<file path="src/hdl/pth_pkg.sv">
`default_nettype none
// ----------------------------------------------------------------------------
// pth_pkg
// Shared types, codes and constants of the pocket tree heap unit.
// ----------------------------------------------------------------------------
package pth_pkg;

    localparam int OP_W       = 3;
    localparam int NODE_IDX_W = 4;
    localparam int PORT_FIT_W = 32;
    localparam int PORT_TAG_W = 16;
    localparam int SWAP_W     = 3;

    localparam logic [SWAP_W-1:0] SWAP_MAX = 3'd7;

    localparam logic [OP_W-1:0] OP_WRITE_CURRENT = 3'd0;
    localparam logic [OP_W-1:0] OP_WRITE_POCKET  = 3'd1;
    localparam logic [OP_W-1:0] OP_UPDATE        = 3'd2;
    localparam logic [OP_W-1:0] OP_SIFT_DOWN     = 3'd3;
    localparam logic [OP_W-1:0] OP_SIFT_UP       = 3'd4;
    localparam logic [OP_W-1:0] OP_READ          = 3'd5;

    localparam int S_TUSER_W   = OP_W;
    localparam int IN_NODE_LSB = 0;
    localparam int IN_FIT_LSB  = IN_NODE_LSB + NODE_IDX_W;
    localparam int IN_TAG_LSB  = IN_FIT_LSB + PORT_FIT_W;
    localparam int IN_BITS     = IN_TAG_LSB + PORT_TAG_W;
    localparam int S_TDATA_W   = ((IN_BITS + 7) / 8) * 8;

    localparam int OUT_BITS  = 2 * (PORT_FIT_W + PORT_TAG_W) + SWAP_W;
    localparam int M_TDATA_W = ((OUT_BITS + 7) / 8) * 8;

    typedef enum logic [3:0] {
        CMD_NONE,
        CMD_CLEAR,
        CMD_LOAD,
        CMD_WRITE,
        CMD_RD_NODE,
        CMD_UPDATE,
        CMD_TAKE,
        CMD_CHILD,
        CMD_CHILD_END,
        CMD_DOWN_DEC,
        CMD_DOWN_SW,
        CMD_UP_RD,
        CMD_UP_CMP,
        CMD_UP_WR,
        CMD_RD_ORIG,
        CMD_OUT
    } pth_cmd_t;

    typedef struct packed {
        logic [OP_W-1:0] op;
        logic            out_range;
        logic            is_leaf;
        logic            is_root;
        logic            child_last;
        logic            clear_last;
        logic            down_swap;
        logic            up_swap;
        logic            out_busy;
    } pth_stat_t;

    function automatic int pth_node_count(input int depth, input int branch);
        int total;
        int level;
        total = 0;
        level = 1;
        for (int i = 0; i < depth; i++) begin
            total = total + level;
            level = level * branch;
        end
        return total;
    endfunction

endpackage
`default_nettype wire

</file>
<file path="src/hdl/pocket_tree_heap_unit.sv">
`default_nettype none
// ----------------------------------------------------------------------------
// pocket_tree_heap_unit
// Complete d-ary tree of pocket/current slot pairs with pocket update,
// sift down, sift up, slot writes and node reads.
// ----------------------------------------------------------------------------
// Channel  Dir  tdata                                     tuser
// s_       in   node_index, new_fitness, new_tag           operation
// m_       out  pocket fit/tag, current fit/tag, swaps     -
//
// After reset a clearing pass writes every node, one per cycle (13 nodes by
// default); no transaction is accepted until it ends. A read, a slot write or
// a pocket update passes dispatch and a final node read before its result; an
// out-of-range node skips the final read. s_tready rises with the result.
// Sift up reads, compares and writes per level climbed, and reads and compares
// once more when it stops below the root; sift down runs child reads, child
// end, decide, swap, node read and update per level descended, and child reads,
// child end and decide when it stops above a leaf. The single read port of the
// node memories sets this order. One transaction is in work at a time; a
// result not yet taken stalls only the completion of the following transaction.
// ----------------------------------------------------------------------------
module pocket_tree_heap_unit
    import pth_pkg::*;
#(
    parameter int TREE_DEPTH   = 3,
    parameter int BRANCHING    = 3,
    parameter int FITNESS_BITS = 32,
    parameter int TAG_BITS     = 16
) (
    input  wire logic                 aclk,
    input  wire logic                 aresetn,
    input  wire logic                 s_tvalid,
    output logic                      s_tready,
    // node_index[3:0], new_fitness[35:4], new_tag[51:36], zero pad
    input  wire logic [S_TDATA_W-1:0] s_tdata,
    // operation[2:0]
    input  wire logic [S_TUSER_W-1:0] s_tuser,
    output logic                      m_tvalid,
    input  wire logic                 m_tready,
    // pocket_fitness[31:0], pocket_tag[47:32], current_fitness[79:48],
    // current_tag[95:80], swap_count[98:96], zero pad
    output logic [M_TDATA_W-1:0]      m_tdata
);

    pth_cmd_t  cmd;
    pth_stat_t stat;

    pth_ctrl u_ctrl (
        .aclk     (aclk),
        .aresetn  (aresetn),
        .s_tvalid (s_tvalid),
        .s_tready (s_tready),
        .stat     (stat),
        .cmd      (cmd)
    );

    pth_datapath #(
        .TREE_DEPTH   (TREE_DEPTH),
        .BRANCHING    (BRANCHING),
        .FITNESS_BITS (FITNESS_BITS),
        .TAG_BITS     (TAG_BITS)
    ) u_datapath (
        .aclk     (aclk),
        .aresetn  (aresetn),
        .cmd      (cmd),
        .stat     (stat),
        .s_tdata  (s_tdata),
        .s_tuser  (s_tuser),
        .m_tready (m_tready),
        .m_tvalid (m_tvalid),
        .m_tdata  (m_tdata)
    );

endmodule
`default_nettype wire

</file>
<file path="src/hdl/pth_ctrl.sv">
`default_nettype none
// ----------------------------------------------------------------------------
// pth_ctrl
// Sequencer of the pocket tree heap: steps each operation through the
// datapath by issuing one command per cycle.
// ----------------------------------------------------------------------------
module pth_ctrl
    import pth_pkg::*;
(
    input  wire logic      aclk,
    input  wire logic      aresetn,
    input  wire logic      s_tvalid,
    output logic           s_tready,
    input  wire pth_stat_t stat,
    output pth_cmd_t       cmd
);

    typedef enum logic [3:0] {
        S_CLEAR,
        S_IDLE,
        S_DISPATCH,
        S_DN_CH,
        S_DN_END,
        S_DN_DEC,
        S_DN_SW,
        S_DN_RD,
        S_DN_UPD,
        S_UP_RD,
        S_UP_CMP,
        S_UP_WR,
        S_FINAL,
        S_OUT
    } state_t;

    state_t state_reg;
    state_t state_next;

    always_comb begin
        state_next = state_reg;
        cmd        = CMD_NONE;
        case (state_reg)
            S_CLEAR: begin
                cmd = CMD_CLEAR;
                if (stat.clear_last) begin
                    state_next = S_IDLE;
                end
            end
            S_IDLE: begin
                if (s_tvalid) begin
                    cmd        = CMD_LOAD;
                    state_next = S_DISPATCH;
                end
            end
            S_DISPATCH: begin
                if (stat.out_range) begin
                    state_next = S_OUT;
                end else begin
                    case (stat.op)
                        OP_WRITE_CURRENT, OP_WRITE_POCKET: begin
                            cmd        = CMD_WRITE;
                            state_next = S_FINAL;
                        end
                        OP_UPDATE: begin
                            cmd        = CMD_UPDATE;
                            state_next = S_FINAL;
                        end
                        OP_SIFT_DOWN: begin
                            cmd        = CMD_UPDATE;
                            state_next = stat.is_leaf ? S_FINAL : S_DN_CH;
                        end
                        OP_SIFT_UP: begin
                            cmd        = CMD_TAKE;
                            state_next = stat.is_root ? S_FINAL : S_UP_RD;
                        end
                        default: begin
                            state_next = S_FINAL;
                        end
                    endcase
                end
            end
            S_DN_CH: begin
                cmd = CMD_CHILD;
                if (stat.child_last) begin
                    state_next = S_DN_END;
                end
            end
            S_DN_END: begin
                cmd        = CMD_CHILD_END;
                state_next = S_DN_DEC;
            end
            S_DN_DEC: begin
                cmd        = CMD_DOWN_DEC;
                state_next = stat.down_swap ? S_DN_SW : S_FINAL;
            end
            S_DN_SW: begin
                cmd        = CMD_DOWN_SW;
                state_next = S_DN_RD;
            end
            S_DN_RD: begin
                cmd        = CMD_RD_NODE;
                state_next = S_DN_UPD;
            end
            S_DN_UPD: begin
                cmd        = CMD_UPDATE;
                state_next = stat.is_leaf ? S_FINAL : S_DN_CH;
            end
            S_UP_RD: begin
                cmd        = CMD_UP_RD;
                state_next = S_UP_CMP;
            end
            S_UP_CMP: begin
                cmd        = CMD_UP_CMP;
                state_next = stat.up_swap ? S_UP_WR : S_FINAL;
            end
            S_UP_WR: begin
                cmd        = CMD_UP_WR;
                state_next = stat.is_root ? S_FINAL : S_UP_RD;
            end
            S_FINAL: begin
                cmd        = CMD_RD_ORIG;
                state_next = S_OUT;
            end
            S_OUT: begin
                if (stat.out_busy) begin
                    cmd = CMD_RD_ORIG;
                end else begin
                    cmd        = CMD_OUT;
                    state_next = S_IDLE;
                end
            end
            default: begin
                state_next = S_IDLE;
            end
        endcase
    end

    always_ff @(posedge aclk) begin
        if (!aresetn) begin
            state_reg <= S_CLEAR;
        end else begin
            state_reg <= state_next;
        end
    end

    assign s_tready = (state_reg == S_IDLE);

endmodule
`default_nettype wire

</file>
<file path="src/hdl/pth_datapath.sv">
`default_nettype none
// ----------------------------------------------------------------------------
// pth_datapath
// Node memories, walk registers, comparators and result register of the
// pocket tree heap.
// ----------------------------------------------------------------------------
module pth_datapath
    import pth_pkg::*;
#(
    parameter int TREE_DEPTH   = 3,
    parameter int BRANCHING    = 3,
    parameter int FITNESS_BITS = 32,
    parameter int TAG_BITS     = 16
) (
    input  wire logic                 aclk,
    input  wire logic                 aresetn,
    input  wire pth_cmd_t             cmd,
    output pth_stat_t                 stat,
    input  wire logic [S_TDATA_W-1:0] s_tdata,
    input  wire logic [S_TUSER_W-1:0] s_tuser,
    input  wire logic                 m_tready,
    output logic                      m_tvalid,
    output logic [M_TDATA_W-1:0]      m_tdata
);

    localparam int NODE_COUNT = pth_node_count(TREE_DEPTH, BRANCHING);
    localparam int NODE_W     = (NODE_COUNT > 1) ? $clog2(NODE_COUNT) : 1;
    localparam int KW         = $clog2(BRANCHING);
    localparam int FW         = NODE_W + KW + 1;
    localparam int SLOT_W     = FITNESS_BITS + TAG_BITS;
    localparam int PAR_SHIFT  = NODE_W + KW;
    localparam int PROD_W     = NODE_W + PAR_SHIFT;
    localparam logic [PAR_SHIFT-1:0] PAR_MULT =
        PAR_SHIFT'(((64'd1 << PAR_SHIFT) + 64'(BRANCHING) - 64'd1) / 64'(BRANCHING));

    logic [SLOT_W-1:0] pmem [NODE_COUNT];
    logic [SLOT_W-1:0] cmem [NODE_COUNT];

    logic [NODE_IDX_W-1:0] in_node;
    logic [PORT_FIT_W-1:0] in_fit;
    logic [PORT_TAG_W-1:0] in_tag;

    logic [OP_W-1:0]         op_reg;
    logic [NODE_W-1:0]       orig_reg;
    logic [NODE_W-1:0]       n_reg;
    logic [NODE_W-1:0]       par_reg;
    logic [NODE_W-1:0]       best_idx_reg;
    logic [NODE_W-1:0]       pr_addr_reg;
    logic [NODE_W-1:0]       clr_reg;
    logic [KW-1:0]           k_reg;
    logic [FITNESS_BITS-1:0] fit_reg;
    logic [TAG_BITS-1:0]     tag_reg;
    logic [SLOT_W-1:0]       pocket_reg;
    logic [SLOT_W-1:0]       best_reg;
    logic [SLOT_W-1:0]       prd_reg;
    logic [SLOT_W-1:0]       crd_reg;
    logic [SWAP_W-1:0]       swaps_reg;
    logic                    oor_reg;
    logic                    m_tvalid_reg;
    logic [PORT_FIT_W-1:0]   out_pfit_reg;
    logic [PORT_TAG_W-1:0]   out_ptag_reg;
    logic [PORT_FIT_W-1:0]   out_cfit_reg;
    logic [PORT_TAG_W-1:0]   out_ctag_reg;
    logic [SWAP_W-1:0]       out_swaps_reg;

    logic [NODE_W-1:0]       pr_addr;
    logic                    pw_en;
    logic [NODE_W-1:0]       pw_addr;
    logic [SLOT_W-1:0]       pw_data;
    logic                    cw_en;
    logic [NODE_W-1:0]       cw_addr;
    logic [SLOT_W-1:0]       cw_data;

    logic [FITNESS_BITS-1:0] prd_fit;
    logic [FITNESS_BITS-1:0] crd_fit;
    logic [FITNESS_BITS-1:0] pocket_fit;
    logic [FITNESS_BITS-1:0] lead_fit;
    logic [FW-1:0]           first_child;
    logic [NODE_W-1:0]       child_addr;
    logic [PROD_W-1:0]       par_prod;
    logic                    upd_swap;
    logic                    down_swap;
    logic                    up_swap;
    logic                    child_take;
    logic                    end_take;
    logic [SWAP_W-1:0]       swaps_inc;

    assign in_node = s_tdata[IN_NODE_LSB +: NODE_IDX_W];
    assign in_fit  = s_tdata[IN_FIT_LSB +: PORT_FIT_W];
    assign in_tag  = s_tdata[IN_TAG_LSB +: PORT_TAG_W];

    assign prd_fit    = prd_reg[SLOT_W-1:TAG_BITS];
    assign crd_fit    = crd_reg[SLOT_W-1:TAG_BITS];
    assign pocket_fit = pocket_reg[SLOT_W-1:TAG_BITS];
    assign lead_fit   = best_reg[SLOT_W-1:TAG_BITS];

    assign first_child = FW'(n_reg) * FW'(BRANCHING) + FW'(1);
    assign child_addr  = NODE_W'(first_child + FW'(k_reg));
    assign par_prod    = PROD_W'(NODE_W'(n_reg - NODE_W'(1))) * PROD_W'(PAR_MULT);

    assign upd_swap   = prd_fit > crd_fit;
    assign down_swap  = pocket_fit > lead_fit;
    assign up_swap    = pocket_fit < prd_fit;
    assign end_take   = prd_fit < lead_fit;
    assign child_take = (k_reg == KW'(1)) || end_take;
    assign swaps_inc  = (swaps_reg == SWAP_MAX) ? swaps_reg : swaps_reg + SWAP_W'(1);

    always_comb begin
        pr_addr = orig_reg;
        pw_en   = 1'b0;
        pw_addr = n_reg;
        pw_data = pocket_reg;
        cw_en   = 1'b0;
        cw_addr = n_reg;
        cw_data = prd_reg;
        case (cmd)
            CMD_CLEAR: begin
                pw_en   = 1'b1;
                pw_addr = clr_reg;
                pw_data = '0;
                cw_en   = 1'b1;
                cw_addr = clr_reg;
                cw_data = '0;
            end
            CMD_LOAD: begin
                pr_addr = NODE_W'(in_node);
            end
            CMD_WRITE: begin
                pw_data = {fit_reg, tag_reg};
                cw_data = {fit_reg, tag_reg};
                pw_en   = (op_reg == OP_WRITE_POCKET);
                cw_en   = (op_reg == OP_WRITE_CURRENT);
            end
            CMD_RD_NODE: begin
                pr_addr = n_reg;
            end
            CMD_UPDATE: begin
                pr_addr = n_reg;
                pw_en   = upd_swap;
                pw_data = crd_reg;
                cw_en   = upd_swap;
                cw_data = prd_reg;
            end
            CMD_CHILD: begin
                pr_addr = child_addr;
            end
            CMD_DOWN_DEC: begin
                pw_en   = down_swap;
                pw_data = best_reg;
            end
            CMD_DOWN_SW: begin
                pw_en   = 1'b1;
                pw_addr = best_idx_reg;
                pw_data = pocket_reg;
            end
            CMD_UP_RD: begin
                pr_addr = par_reg;
            end
            CMD_UP_CMP: begin
                pw_en   = up_swap;
                pw_data = prd_reg;
            end
            CMD_UP_WR: begin
                pw_en   = 1'b1;
                pw_data = pocket_reg;
            end
            default: begin
                pr_addr = orig_reg;
            end
        endcase
    end

    always_ff @(posedge aclk) begin
        if (pw_en) begin
            pmem[pw_addr] <= pw_data;
        end
        if (cw_en) begin
            cmem[cw_addr] <= cw_data;
        end
        prd_reg <= pmem[pr_addr];
        crd_reg <= cmem[pr_addr];
    end

    always_ff @(posedge aclk) begin
        if (!aresetn) begin
            clr_reg      <= '0;
            swaps_reg    <= '0;
            oor_reg      <= 1'b0;
            m_tvalid_reg <= 1'b0;
        end else begin
            if (cmd == CMD_CLEAR) begin
                clr_reg <= clr_reg + NODE_W'(1);
            end
            if (cmd == CMD_LOAD) begin
                swaps_reg <= '0;
                oor_reg   <= (32'(in_node) >= 32'(NODE_COUNT));
            end else if ((cmd == CMD_UPDATE && upd_swap) ||
                         (cmd == CMD_DOWN_DEC && down_swap) ||
                         (cmd == CMD_UP_CMP && up_swap)) begin
                swaps_reg <= swaps_inc;
            end
            if (cmd == CMD_OUT) begin
                m_tvalid_reg <= 1'b1;
            end else if (m_tready) begin
                m_tvalid_reg <= 1'b0;
            end
        end
    end

    always_ff @(posedge aclk) begin
        pr_addr_reg <= pr_addr;
        par_reg     <= NODE_W'(par_prod >> PAR_SHIFT);
        case (cmd)
            CMD_LOAD: begin
                op_reg   <= s_tuser;
                orig_reg <= NODE_W'(in_node);
                n_reg    <= NODE_W'(in_node);
                fit_reg  <= FITNESS_BITS'(in_fit);
                tag_reg  <= TAG_BITS'(in_tag);
            end
            CMD_UPDATE: begin
                pocket_reg <= upd_swap ? crd_reg : prd_reg;
                k_reg      <= '0;
            end
            CMD_TAKE: begin
                pocket_reg <= prd_reg;
            end
            CMD_CHILD: begin
                k_reg <= k_reg + KW'(1);
                if (k_reg != '0 && child_take) begin
                    best_reg     <= prd_reg;
                    best_idx_reg <= pr_addr_reg;
                end
            end
            CMD_CHILD_END: begin
                if (end_take) begin
                    best_reg     <= prd_reg;
                    best_idx_reg <= pr_addr_reg;
                end
            end
            CMD_DOWN_SW: begin
                n_reg <= best_idx_reg;
            end
            CMD_UP_CMP: begin
                if (up_swap) begin
                    n_reg <= par_reg;
                end
            end
            CMD_OUT: begin
                if (oor_reg) begin
                    out_pfit_reg  <= '0;
                    out_ptag_reg  <= '0;
                    out_cfit_reg  <= '0;
                    out_ctag_reg  <= '0;
                    out_swaps_reg <= '0;
                end else begin
                    out_pfit_reg  <= PORT_FIT_W'(prd_fit);
                    out_ptag_reg  <= PORT_TAG_W'(prd_reg[TAG_BITS-1:0]);
                    out_cfit_reg  <= PORT_FIT_W'(crd_fit);
                    out_ctag_reg  <= PORT_TAG_W'(crd_reg[TAG_BITS-1:0]);
                    out_swaps_reg <= swaps_reg;
                end
            end
            default: begin
                k_reg <= k_reg;
            end
        endcase
    end

    assign stat.op         = op_reg;
    assign stat.out_range  = oor_reg;
    assign stat.is_leaf    = (first_child >= FW'(NODE_COUNT));
    assign stat.is_root    = (n_reg == '0);
    assign stat.child_last = (k_reg == KW'(BRANCHING - 1));
    assign stat.clear_last = (clr_reg == NODE_W'(NODE_COUNT - 1));
    assign stat.down_swap  = down_swap;
    assign stat.up_swap    = up_swap;
    assign stat.out_busy   = m_tvalid_reg && !m_tready;

    assign m_tvalid = m_tvalid_reg;
    assign m_tdata  = {{(M_TDATA_W - OUT_BITS){1'b0}}, out_swaps_reg, out_ctag_reg,
                       out_cfit_reg, out_ptag_reg, out_pfit_reg};

    a_oor_no_write: assert property (@(posedge aclk) disable iff (!aresetn)
        (oor_reg && cmd != CMD_CLEAR && cmd != CMD_LOAD) |-> (!pw_en && !cw_en))
        else $error("memory written for an out-of-range node");

    a_parent_below: assert property (@(posedge aclk) disable iff (!aresetn)
        (cmd == CMD_UP_RD) |-> (par_reg < n_reg))
        else $error("parent index not below node index");

    a_child_in_range: assert property (@(posedge aclk) disable iff (!aresetn)
        (cmd == CMD_CHILD) |-> ((NODE_W + 1)'(pr_addr) < (NODE_W + 1)'(NODE_COUNT)))
        else $error("child address beyond the tree");

    a_down_deeper: assert property (@(posedge aclk) disable iff (!aresetn)
        (cmd == CMD_DOWN_SW) |-> (best_idx_reg > n_reg))
        else $error("sift down does not move to a child");

endmodule
`default_nettype wire
</file>
<file path="config.mk">
export PLATFORM = sky130hd
export DESIGN_NAME = pocket_tree_heap_unit
export DESIGN_NICKNAME = d
export VERILOG_FILES = /design/src/hdl/pth_pkg.sv /design/src/hdl/pocket_tree_heap_unit.sv /design/src/hdl/pth_ctrl.sv /design/src/hdl/pth_datapath.sv
export SDC_FILE = /design/constraint.sdc
export NUM_CORES = 2
export LEC_CHECK = 0
export BUFFER_PORTS_ARGS = -buffer_cell sky130_fd_sc_hd__buf_2
export CORE_MARGIN = 2
export CORE_UTILIZATION = 40
export DETAILED_ROUTE_END_ITERATION = 7
export PLACE_DENSITY_LB_ADDON = 0.08
export SYNTH_ARGS = -nofsm -noshare
export SYNTH_HDL_FRONTEND = slang
export SYNTH_SLANG_ARGS = --single-unit
</file>
<file path="constraint.sdc">
create_clock -name aclk -period 8.35 [get_ports aclk]
set_input_delay 0.4175 -clock aclk [delete_from_list [all_inputs] [get_ports aclk]]
set_output_delay 0.4175 -clock aclk [all_outputs]
set_load 0.02 [all_outputs]
</file>
==> reports/results.ini <==
[clocking]
clock_sinks = 1624
max-clock-path-buffers = 3
ctsHoldBuffers = 57
numCtsBuffers = 177
path_clk_slew_ns = 0.07
ctsResizeCount = 0
clk_latency_ns = 0.85
post_cts_buffers = 0
h-tree-depth = 4
cts_tree = built
root_buffer = clkbuf_16

[sta]
setup-tns-final_ns = 0
maxSlewViolCount = 0
fmax_mhz = 175
hold_violations = 0
fin_worst_skew_ns = 0.0499
rsz0062_at_grt = no
setup_slack_ns = 2.63
max_slew_margin = 0.0310
fin_crit_sh = 0.685
hold_slack_ns = 0.235
period_needed_ns = 5.72
setup_viol = 0
worst_pin_slew_ns = 1.45

[final_layout]
fin_util = 0.461
final_nets = 5530
postLayoutCellArea_um2 = 79100
area_growth_pct = 14.8
drive_gt1_frac = 0.136
top_regs = u_datapath.cmem x624, u_datapath.pmem x624

[grt]
grt_pass1_wl_um = 363000
grt_max_degree = 173
grt_pass1_vias = 46800
antenna_found_initial = 9
globalRouteOverflowTotal = 0
grt_usage = 0.291

[drt]
drc_errors = 0
routed_wl_um = 259000
final_antenna_net_count = 0
drt_iter0_markers = 5926
wl_per_cell_um = 33.3
dr.pass1.iters = 8
route.vias.total = 48900
avgViaCountPerCell = 6.29

[setup_path]
arrival_ns = 6.16
end_kind = register
required_ns = 8.80
worstPathMaxFanout = 47
start_kind = register
path_class = register to register

[placement]
placedInstanceArea_um2 = 72700
place_congestion = 0.874
numPortBuffers = 159
place_hpwl_um = 147000
post-place-ws_ns = 2.87

[floorplan]
io_pins = 169
rows = 152
core_area_um2 = 171000
initial_core_util = 0.402
die_area_um2 = 176000
die_y_um = 419
die_w_um = 419

[yosys]
seq_area_frac_synth = 0.691
syn_area_per_cell_um2 = 13.3
yosysWarnings = 0
synth_flop_cell = edfxtp_1
synthCells = 5164
synth_edf_count = 1508
synth_area_um2 = 68900
ys_seq_elements = 1624
async_flop_share = 0
synth_cell_type_count = 78

[power]
ir_drop_mv = 0.192
power_density_nw_per_um2 = 217
p_leak_nw = 27.2

[run_status]
status = completed

[worst_hold_path]
hp-class = primary input to register

[run]
max_cap_viol_count = 0

-- cell usage after synthesis (6+ instances only) --
cell type / number / area share
nand2b_1: 12 / 0.0011
a211oi_2: 11 / 0.0020
ha_1: 154 / 0.028
buf_2: 44 / 0.0032
nand3_1: 556 / 0.040
a21oi_1: 232 / 0.017
a211o_1: 82 / 0.010
a31oi_1: 65 / 0.0059
nand3b_1: 6 / 0.00065
and3_1: 91 / 0.0083
inv_1: 112 / 0.0061
a21o_1: 32 / 0.0035
a32oi_1: 55 / 0.0070
nor3_1: 26 / 0.0019
a222oi_1: 48 / 0.0070
o21ai_0: 449 / 0.033
nor2_1: 169 / 0.0092
dfxtp_1: 116 / 0.034
a221oi_1: 43 / 0.0055
a221o_1: 45 / 0.0065
o2111ai_1: 57 / 0.0072
nand2_1: 243 / 0.013
mux2_2: 70 / 0.011
mux2i_1: 45 / 0.0065
buf_4: 12 / 0.0013
xnor2_1: 6 / 0.00076
o211ai_1: 69 / 0.0075
edfxtp_1: 1508 / 0.66
clkbuf_1: 320 / 0.017
nor2b_1: 45 / 0.0041
a211oi_1: 42 / 0.0046
a22o_1: 18 / 0.0023
nor4_1: 8 / 0.00073
nand4_1: 244 / 0.022
buf_1: 44 / 0.0024
-- cells by family (layout without fill, tap and decap cells) --
| logic type | Yosys count | after routing | synth area share |
|---|---|---|---|
| other | 1 | 9 | 0.0000545 |
| buffers and inverters | 537 | 834 | 0.0308 |
| xor gates and xnor gates | 11 | 11 | 0.00140 |
| adders and majority gates | 156 | 156 | 0.0286 |
| muxes | 115 | 115 | 0.0180 |
| and+or+nand+nor | 1427 | 1427 | 0.105 |
| AOI/OAI and AO/OA | 1293 | 1293 | 0.125 |
| DFF | 1624 | 1624 | 0.691 |
-- path summary, 6_finish.rpt --
| path | from | end | slack [ns] | cells after the start |
|---|---|---|---|---|
| worst min-delay path | s_tvalid | u_datapath.orig_reg[2]$_DFFE_PN_ | 0.24 | 2 |
| worst max-delay path | u_ctrl.state_reg[3]$_SDFFE_PN0P_ | u_datapath.pmem[1][8]$_DFFE_PP_ | 2.63 | 9 |
| worst min register to register | u_datapath.pr_addr_reg[2]$_DFF_P_ | u_datapath.best_idx_reg[2]$_DFFE_PP_ | 0.40 | 0 |
| worst max register to register | u_ctrl.state_reg[3]$_SDFFE_PN0P_ | u_datapath.pmem[1][8]$_DFFE_PP_ | 2.63 | 9 |
-- metrics by stage --
step / cells / total power, mW
CTS: 7774 / 17.3
global placement: 7384 / 9.52
finish: 7779 / 17.2
floorplan: 5168 / 9.34
global route: 7775 / 17.6
detailed placement: 7384 / 9.53
-- cell type report --
class | count | area [um^2]
Multi-Input combinational cell | 3007 | 19600
Clock inverter | 85 | 821
Tap cell | 2310 | 2890
Inverter | 116 | 453
Fill cell | 15400 | 92300
Timing Repair Buffer | 385 | 2770
Antenna cell | 4 | 10.0
Sequential cell | 1624 | 47600
Clock buffer | 248 | 4950
-- critical path: stages, from the launching register on --
cell	delay [ns]
dfxtp_1	0.60
or4b_1	0.80
a2111o_1	0.49
nand2_1	0.08
buf_4	0.50
nor2_1	0.19
nand2_1	0.20
nand3_4	0.72
buf_4	0.66
a31oi_1	1.07
-- report_power, final --
part           internal, mW  leakage [nW]  switching, mW  total (mW)
Sequential             8.97          15.0         0.0441        9.02
Combinational        0.0914          9.34          0.270       0.362
Clock                  4.44          2.80           3.37        7.81
-- placed cells by master (no fill, tap or decap), types with 48 or more instances in the layout --
cell type,count
nand2_1,241
o211ai_1,69
o21ai_0,447
dlygate4sd3_1,57
clkbuf_16,179
edfxtp_1,1508
a31oi_1,57
o2111ai_1,57
mux2_2,70
nand4_1,244
ha_1,154
a21oi_1,228
and3_1,90
nor2_1,155
nand3_1,555
a211o_1,81
dfxtp_1,115
buf_4,157
inv_1,112
a222oi_1,48
a32oi_1,55
buf_2,159
clkbuf_1,48
-- layer usage --
layer  track usage  part of all wire
met2         0.461              0.46
met5             0                 0
met3        0.0422             0.075
met4         0.122             0.045
met1         0.399              0.42
Note: power is estimated with default switching activity, not from simulation.
